`src/rtl/abmt_pkg.sv`:
```
package abmt_pkg;

   // Table size used when the top level is not given another depth
   localparam int DEFAULT_TABLE_DEPTH = 64;

   // Field widths
   localparam int FUNC_WIDTH = 2;
   localparam int ADDR_WIDTH = 32;

   // Operation codes carried by req_func
   typedef enum logic [FUNC_WIDTH-1:0] {
      FUNC_LOOKUP = 2'd0,
      FUNC_ADD    = 2'd1,
      FUNC_REMOVE = 2'd2,
      FUNC_CLEAR  = 2'd3
   } func_type;

   // Table update command: add, remove or clear
   typedef struct packed {
      logic add;
      logic remove;
      logic clear;
   } table_cmd_type;

endpackage

```
`src/rtl/abmt_alloc.sv`:
```
module abmt_alloc
   import abmt_pkg::*;
#(
   parameter int TABLE_DEPTH = DEFAULT_TABLE_DEPTH
) (
   input  logic [TABLE_DEPTH-1:0] valid_vec,
   output logic [TABLE_DEPTH-1:0] add_sel,
   output logic                   full
);

   logic [TABLE_DEPTH-1:0] free_vec;

   // Lowest free slot as a one-hot vector: isolate the lowest set bit
   assign free_vec = ~valid_vec;
   assign add_sel  = free_vec & (~free_vec + TABLE_DEPTH'(1));
   assign full     = ~|free_vec;

endmodule

```
`src/rtl/abmt_array.sv`:
```
module abmt_array
   import abmt_pkg::*;
#(
   parameter int TABLE_DEPTH = DEFAULT_TABLE_DEPTH
) (
   input  logic                   clock,
   input  logic                   reset,
   input  logic [ADDR_WIDTH-1:0]  key,
   input  table_cmd_type          cmd,
   input  logic [TABLE_DEPTH-1:0] add_sel,
   output logic [TABLE_DEPTH-1:0] valid_vec,
   output logic                   hit
);

   logic [ADDR_WIDTH-1:0]  entry_addr_ff [TABLE_DEPTH];
   logic [TABLE_DEPTH-1:0] entry_valid_ff;
   logic [TABLE_DEPTH-1:0] entry_valid_in;
   logic [TABLE_DEPTH-1:0] match_vec;

   // Per-entry compare, only valid entries take part
   always_comb begin
      for (int i = 0; i < TABLE_DEPTH; i++) begin
         match_vec[i] = entry_valid_ff[i] && (entry_addr_ff[i] == key);
      end
   end

   assign hit       = |match_vec;
   assign valid_vec = entry_valid_ff;

   // Valid bit update; clear keeps the stored addresses
   always_comb begin
      entry_valid_in = entry_valid_ff;
      if (cmd.clear) begin
         entry_valid_in = '0;
      end else if (cmd.remove) begin
         entry_valid_in = entry_valid_ff & ~match_vec;
      end else if (cmd.add) begin
         entry_valid_in = entry_valid_ff | add_sel;
      end
   end

   always_ff @(posedge clock) begin
      if (reset) begin
         entry_valid_ff <= '0;
      end else begin
         entry_valid_ff <= entry_valid_in;
      end
   end

   // Address storage, written only into the selected free slot
   always_ff @(posedge clock) begin
      for (int i = 0; i < TABLE_DEPTH; i++) begin
         if (cmd.add && add_sel[i]) begin
            entry_addr_ff[i] <= key;
         end
      end
   end

endmodule

```
`src/rtl/address_blacklist_match_table.sv`:
```
// Exact-match blacklist of IPv4 addresses held in a table of TABLE_DEPTH
// entries, each compared in parallel. An item is taken on every cycle that
// start is high (busy is never raised), and its result appears on the rsp_
// ports with rsp_valid for exactly one cycle, from the result register;
// the receiver cannot stall, so results must be captured when they
// come. One item per cycle is sustained: the parallel compare of all entries
// and the lowest-free-slot pick sit between the input and result registers,
// and each item sees the table as left by the item before it. Lookup drops an
// IPv4 packet whose address matches a valid entry; add inserts an absent
// address into the lowest free slot, reporting status 1 when the table is
// full; remove and clear invalidate entries. Reset empties the table.
module address_blacklist_match_table
   import abmt_pkg::*;
#(
   parameter int TABLE_DEPTH = DEFAULT_TABLE_DEPTH
) (
   input  logic                  clock,
   input  logic                  reset,
   input  logic                  start,
   output logic                  busy,
   input  logic [FUNC_WIDTH-1:0] req_func,
   input  logic [ADDR_WIDTH-1:0] req_addr,
   input  logic                  req_is_ipv4,
   output logic                  rsp_valid,
   output logic                  rsp_drop,
   output logic                  rsp_status
);

   logic                   in_valid_ff;
   func_type               in_func_ff;
   logic [ADDR_WIDTH-1:0]  in_addr_ff;
   logic                   in_is_ipv4_ff;

   logic                   rsp_valid_ff;
   logic                   rsp_drop_ff;
   logic                   rsp_status_ff;
   logic                   rsp_drop_in;
   logic                   rsp_status_in;

   table_cmd_type          cmd;
   logic [TABLE_DEPTH-1:0] valid_vec;
   logic [TABLE_DEPTH-1:0] add_sel;
   logic                   hit;
   logic                   full;

   // Never stalls the sender
   assign busy = 1'b0;

   // Input register
   always_ff @(posedge clock) begin
      if (reset) begin
         in_valid_ff <= 1'b0;
      end else begin
         in_valid_ff <= start && !busy;
      end
   end

   always_ff @(posedge clock) begin
      if (start && !busy) begin
         in_func_ff    <= func_type'(req_func);
         in_addr_ff    <= req_addr;
         in_is_ipv4_ff <= req_is_ipv4;
      end
   end

   abmt_array #(
      .TABLE_DEPTH(TABLE_DEPTH)
   ) u_array (
      .clock    (clock),
      .reset    (reset),
      .key      (in_addr_ff),
      .cmd      (cmd),
      .add_sel  (add_sel),
      .valid_vec(valid_vec),
      .hit      (hit)
   );

   abmt_alloc #(
      .TABLE_DEPTH(TABLE_DEPTH)
   ) u_alloc (
      .valid_vec(valid_vec),
      .add_sel  (add_sel),
      .full     (full)
   );

   // Operation decode
   always_comb begin
      cmd           = '0;
      rsp_drop_in   = 1'b0;
      rsp_status_in = 1'b0;
      if (in_valid_ff) begin
         case (in_func_ff)
            FUNC_LOOKUP: begin
               rsp_drop_in = in_is_ipv4_ff && hit;
            end
            FUNC_ADD: begin
               cmd.add       = !hit && !full;
               rsp_status_in = !hit && full;
            end
            FUNC_REMOVE: begin
               cmd.remove = 1'b1;
            end
            FUNC_CLEAR: begin
               cmd.clear = 1'b1;
            end
            default: begin
               cmd = '0;
            end
         endcase
      end
   end

   // Result register
   always_ff @(posedge clock) begin
      if (reset) begin
         rsp_valid_ff <= 1'b0;
      end else begin
         rsp_valid_ff <= in_valid_ff;
      end
   end

   always_ff @(posedge clock) begin
      rsp_drop_ff   <= rsp_drop_in;
      rsp_status_ff <= rsp_status_in;
   end

   assign rsp_valid  = rsp_valid_ff;
   assign rsp_drop   = rsp_drop_ff;
   assign rsp_status = rsp_status_ff;

   // Every taken item gives exactly one result, in the cycle after its decode
   a_one_result: assert property (@(posedge clock) disable iff (reset)
      in_valid_ff == rsp_valid_ff ##0 1'b1 |=> rsp_valid_ff == $past(in_valid_ff))
      else $error("result strobe does not follow the decoded item");

   // Only a full-table add reports status, and only a lookup drops
   a_status_add: assert property (@(posedge clock) disable iff (reset)
      rsp_status_ff |-> $past(in_valid_ff) && $past(in_func_ff) == FUNC_ADD && !rsp_drop_ff)
      else $error("status raised by something other than a refused add");

   // Clear empties the table
   a_clear_empty: assert property (@(posedge clock) disable iff (reset)
      in_valid_ff && in_func_ff == FUNC_CLEAR |=> valid_vec == '0)
      else $error("entries left valid after clear");

   // An add that was taken fills exactly one more slot
   a_add_one: assert property (@(posedge clock) disable iff (reset)
      cmd.add |=> $countones(valid_vec) == $countones($past(valid_vec)) + 1)
      else $error("add did not fill exactly one slot");

endmodule
```
`config.mk`:
```
export PLATFORM = sky130hd
export DESIGN_NAME = address_blacklist_match_table
export DESIGN_NICKNAME = d
export VERILOG_FILES = /design/src/rtl/abmt_pkg.sv /design/src/rtl/abmt_alloc.sv /design/src/rtl/abmt_array.sv /design/src/rtl/address_blacklist_match_table.sv
export SDC_FILE = /design/constraint.sdc
export NUM_CORES = 2
export LEC_CHECK = 0
export BUFFER_PORTS_ARGS = -buffer_cell sky130_fd_sc_hd__buf_4
export CAP_MARGIN = 20
export CELL_PAD_IN_SITES_DETAIL_PLACEMENT = 1
export CELL_PAD_IN_SITES_GLOBAL_PLACEMENT = 1
export CORE_UTILIZATION = 59
export DETAILED_ROUTE_END_ITERATION = 10
export GPL_ROUTABILITY_DRIVEN = 0
export HOLD_SLACK_MARGIN = 0.06
export PLACE_DENSITY = 0.87
export SLEW_MARGIN = 30
export SYNTH_ARGS = -nofsm -noshare
export SYNTH_HDL_FRONTEND = slang
export SYNTH_SLANG_ARGS = --single-unit
```
`constraint.sdc`:
```
create_clock -name clock -period 15.85 [get_ports clock]
set_clock_uncertainty 0.15 [all_clocks]
set_input_delay 3.17 -clock clock [delete_from_list [all_inputs] [get_ports clock]]
set_output_delay 3.17 -clock clock [all_outputs]
set_load 0.02 [all_outputs]
```
==> results.md <==
* Sequential area share after synthesis at 0.708
* Post-DP HPWL at 150000 um
* Critical Path, Cell by Cell: buf_4 -> buf_4 -> buf_4 -> xnor2_1 -> nand4_1 -> nor4_1 -> nand3_1 -> nand4_1 -> nor4_1 -> nand4_1 -> buf_4 -> or2_4 -> buf_4 -> nor4_2 -> buf_4
* Remaining routing DRC violations at 1
* Final slew viol count at 0
* #FFs+latches synth at 2151
* Clk pin slew, worst setup/hold paths at 0.07 ns
* Die H at 393 um
* Starting density of the core at 0.594
* Wire length of the first global-routing pass at 439000 um
* Path type of the worst setup path: flop to flop
* # setup viols final at 0
* Total iterations of the first detailed-routing run at 11
* Total vias in the final route at 58700
* Crit path max-delay family: buffers and inverters
* CTS resizes at 0
* Kind of capture point of the worst setup path: flop
* Net Count, Synth at 5675
* Max incr delay on CP at 0.87 ns
* Clock Tree Root: sky130_fd_sc_hd__clkbuf_16
* Maximum clock insertion buffer count at 3
* Tightest hold margin at 0.437 ns
* Number of vias per cell after detailed routing at 7.30
* Largest driver fanout on the critical path at 42
* Relative area change from synthesis to final layout at 11.1%
* Number of hold buffers added after cts at 0
* Critical path's slowest cell: sky130_fd_sc_hd__buf_4
* Gate count after technology mapping at 5637
* Cell mode on critical path: sky130_fd_sc_hd__buf_4
* Number of input and output port buffers inserted at 40
* Number of maximum-capacitance constraint violations at 0
* Cell Count, Final, Fillers Out at 8034
* Initial antenna violation count at 18
* Power density normalized to cell area at 124 nW/um^2
* Maximum number of pins on one net before global-route repair at 98
* Startpoint class of the critical path: flop
* Fraction of layout instances using a drive strength above 1 at 0.0978
* Worst-margin pin slew at 1.22 ns
* Mapped Avg Cell Area at 16.0 sq um
* Number of enable flip-flop cells after synthesis at 2083
* Highest achievable clock rate at 121 MHz
* Result of the run: finished with violations
* Pwr Total at 12.5 mW
* Maximum resistive drop on vdd at 0.118 mV
* Clk_lat worst skew at 0.91 ns
* Number of nets with antenna violations after routing at 0
* WP data required at 16.27 ns
* Placeable core region at 152000 sq um
* Wire per inst at 41.8 um
* Overall global routing resource usage at 0.402
* Worst max-slew margin expressed relative to the limit at 0.183
* Gr ovfl total at 0
* Number of clock sinks at 2151
* Cell area after technology mapping at 90200 sq um
* Floorplan row count at 143
* Final layout net count at 5851
* Die area at 155000 sq um
* Final wirelength at 336000 um
* Clock tree from TritonCTS: built
* Final critical-path required period at 8.27 ns
* Post-synth ARST share at 0
* RSZ-0062 raised after global routing: false
* Most frequent cells in the layout: 2083 x sky130_fd_sc_hd__edfxtp_1, 1856 x sky130_fd_sc_hd__xnor2_1, 515 x sky130_fd_sc_hd__nand4_1
* Cell area after placement at 93700 sq um
* Iteration-0 DRC Markers at 10400
* Most used flip-flop cell after synthesis: sky130_fd_sc_hd__edfxtp_1
* Overall die width at 393 um
* Aggregate negative setup slack at 0 ns
* Count of buffering cells on the critical path with inverters included at 6
* TritonCTS buffer count at 205
* Post-route cell area at 100000 sq um
* Static power due to leakage at 29.4 nW
* Final count of hold timing violations at 0
* Part of the cycle the worst path needs at 0.522
* Via count of the first global-routing pass at 60500
* Number of warning messages in the yosys log at 0
* Most common cell after layout, fill and taps aside: sky130_fd_sc_hd__edfxtp_1
* # Post-CTS Setup Buffers at 0
* Min-Delay Path Class: flop to flop
* Violations in the final reports: DRC
* Number of unique standard cell types used by synthesis at 56
* Number of ports placed on the die boundary at 42
* H-tree level count at 4
* Cell count after placement at 7633
* Critical path data arrival time at 8.69 ns
[cell type report]
| type | instances | area (sq um) |
|---|---|---|
| Sequential cell | 2151 | 63900 |
| Fill cell | 12800 | 51600 |
| Multi-Input combinational cell | 3202 | 25300 |
| Clock buffer | 289 | 5580 |
| Tap cell | 2030 | 2540 |
| Timing Repair Buffer | 230 | 2000 |
| Clock inverter | 97 | 832 |
| Inverter | 23 | 86.3 |
| Antenna cell | 12 | 30.0 |
[sequential cells by signal, indices dropped and copies added, names as in the netlist]
name,flops
in_addr_ff,32
in_func_ff,2
in_is_ipv4_ff,1
in_valid_ff,1
rsp_drop,1
rsp_status,1
rsp_valid,1
u_array.entry_addr_ff,2048
u_array.valid_vec,64
[metal layers]
metal,track usage,part of all wire
met1,0.488,0.32
met2,0.645,0.46
met3,0.0993,0.13
met4,0.259,0.085
met5,0,0.00038
[final timing paths]
| path | cells after the start | end | startpoint | slack [ns] |
|---|---|---|---|---|
| worst min register to register | 2 | u_array.valid_vec[37] | u_array.valid_vec[37] | 0.44 |
| worst max-delay path | 15 | u_array.entry_addr_ff[0][245] | in_addr_ff[28] | 7.58 |
| worst min-delay path | 2 | u_array.valid_vec[37] | u_array.valid_vec[37] | 0.44 |
| worst max register to register | 15 | u_array.entry_addr_ff[0][245] | in_addr_ff[28] | 7.58 |
[Yosys cell counts, types with 4 or more instances]
cell type | n | area (sq um)
sky130_fd_sc_hd__nand4_1 | 515 | 3220
sky130_fd_sc_hd__nor4_1 | 193 | 1210
sky130_fd_sc_hd__o21ai_0 | 17 | 85.1
sky130_fd_sc_hd__nor3_1 | 46 | 230
sky130_fd_sc_hd__and3b_1 | 5 | 43.8
sky130_fd_sc_hd__o221a_1 | 4 | 45.0
sky130_fd_sc_hd__buf_4 | 10 | 75.1
sky130_fd_sc_hd__nor4b_1 | 4 | 35.0
sky130_fd_sc_hd__o31ai_1 | 4 | 30.0
sky130_fd_sc_hd__nor2_1 | 48 | 180
sky130_fd_sc_hd__o41ai_1 | 5 | 43.8
sky130_fd_sc_hd__dfxtp_1 | 68 | 1360
sky130_fd_sc_hd__xnor2_1 | 1856 | 16300
sky130_fd_sc_hd__edfxtp_1 | 2083 | 62500
sky130_fd_sc_hd__nand3_1 | 91 | 455
sky130_fd_sc_hd__and3_1 | 20 | 125
sky130_fd_sc_hd__or3_1 | 9 | 56.3
sky130_fd_sc_hd__clkbuf_1 | 22 | 82.6
sky130_fd_sc_hd__a22o_1 | 5 | 43.8
sky130_fd_sc_hd__a21oi_1 | 18 | 90.1
sky130_fd_sc_hd__buf_2 | 225 | 1130
sky130_fd_sc_hd__or2_2 | 4 | 25.0
sky130_fd_sc_hd__and4_1 | 4 | 35.0
sky130_fd_sc_hd__o21a_1 | 19 | 143
sky130_fd_sc_hd__nor2b_1 | 4 | 25.0
sky130_fd_sc_hd__inv_1 | 23 | 86.3
sky130_fd_sc_hd__o211a_1 | 8 | 80.1
sky130_fd_sc_hd__xor2_1 | 192 | 1680
sky130_fd_sc_hd__or4_1 | 6 | 45.0
sky130_fd_sc_hd__a31oi_1 | 29 | 181
sky130_fd_sc_hd__nand2_1 | 58 | 218
[stage by stage]
| step | setup WS, ns | utilization |
|---|---|---|
| global placement | 9.08 | 0.617 |
| finish | 7.58 | 0.660 |
| global route | 7.67 | 0.660 |
| floorplan | 8.41 | - |
| detailed placement | 8.63 | 0.617 |
| CTS | 8.32 | 0.659 |
[where the power goes]
part	internal (mW)	total, mW	switching, mW
Combinational	0.303	1.07	0.772
Clock	2.61	5.09	2.48
Sequential	6.28	6.30	0.0133
[cells by family (layout without fill, tap and decap cells)]
family | Yosys count | in the layout | share of synthesized area
DFF | 2151 | 2151 | 0.708
xor gates and xnor gates | 2048 | 2048 | 0.199
and+or+nand+nor | 1023 | 1023 | 0.0670
buffers and inverters | 284 | 639 | 0.0156
AOI/OAI and AO/OA | 130 | 130 | 0.0102
other | 1 | 13 | 0.0000416
[worst register-to-register path: stages (launching register included)]
cell and delay, ns:
sky130_fd_sc_hd__edfxtp_1 0.71, sky130_fd_sc_hd__buf_4 0.77, sky130_fd_sc_hd__buf_4 0.75, sky130_fd_sc_hd__buf_4 0.58
sky130_fd_sc_hd__xnor2_1 0.22, sky130_fd_sc_hd__nand4_1 0.17, sky130_fd_sc_hd__nor4_1 0.62, sky130_fd_sc_hd__nand3_1 0.52
sky130_fd_sc_hd__nand4_1 0.38, sky130_fd_sc_hd__nor4_1 0.14, sky130_fd_sc_hd__nand4_1 0.14, sky130_fd_sc_hd__buf_4 0.62
sky130_fd_sc_hd__or2_4 0.63, sky130_fd_sc_hd__buf_4 0.89, sky130_fd_sc_hd__nor4_2 0.25, sky130_fd_sc_hd__buf_4 0.36
(Power assumes the default switching activity.)
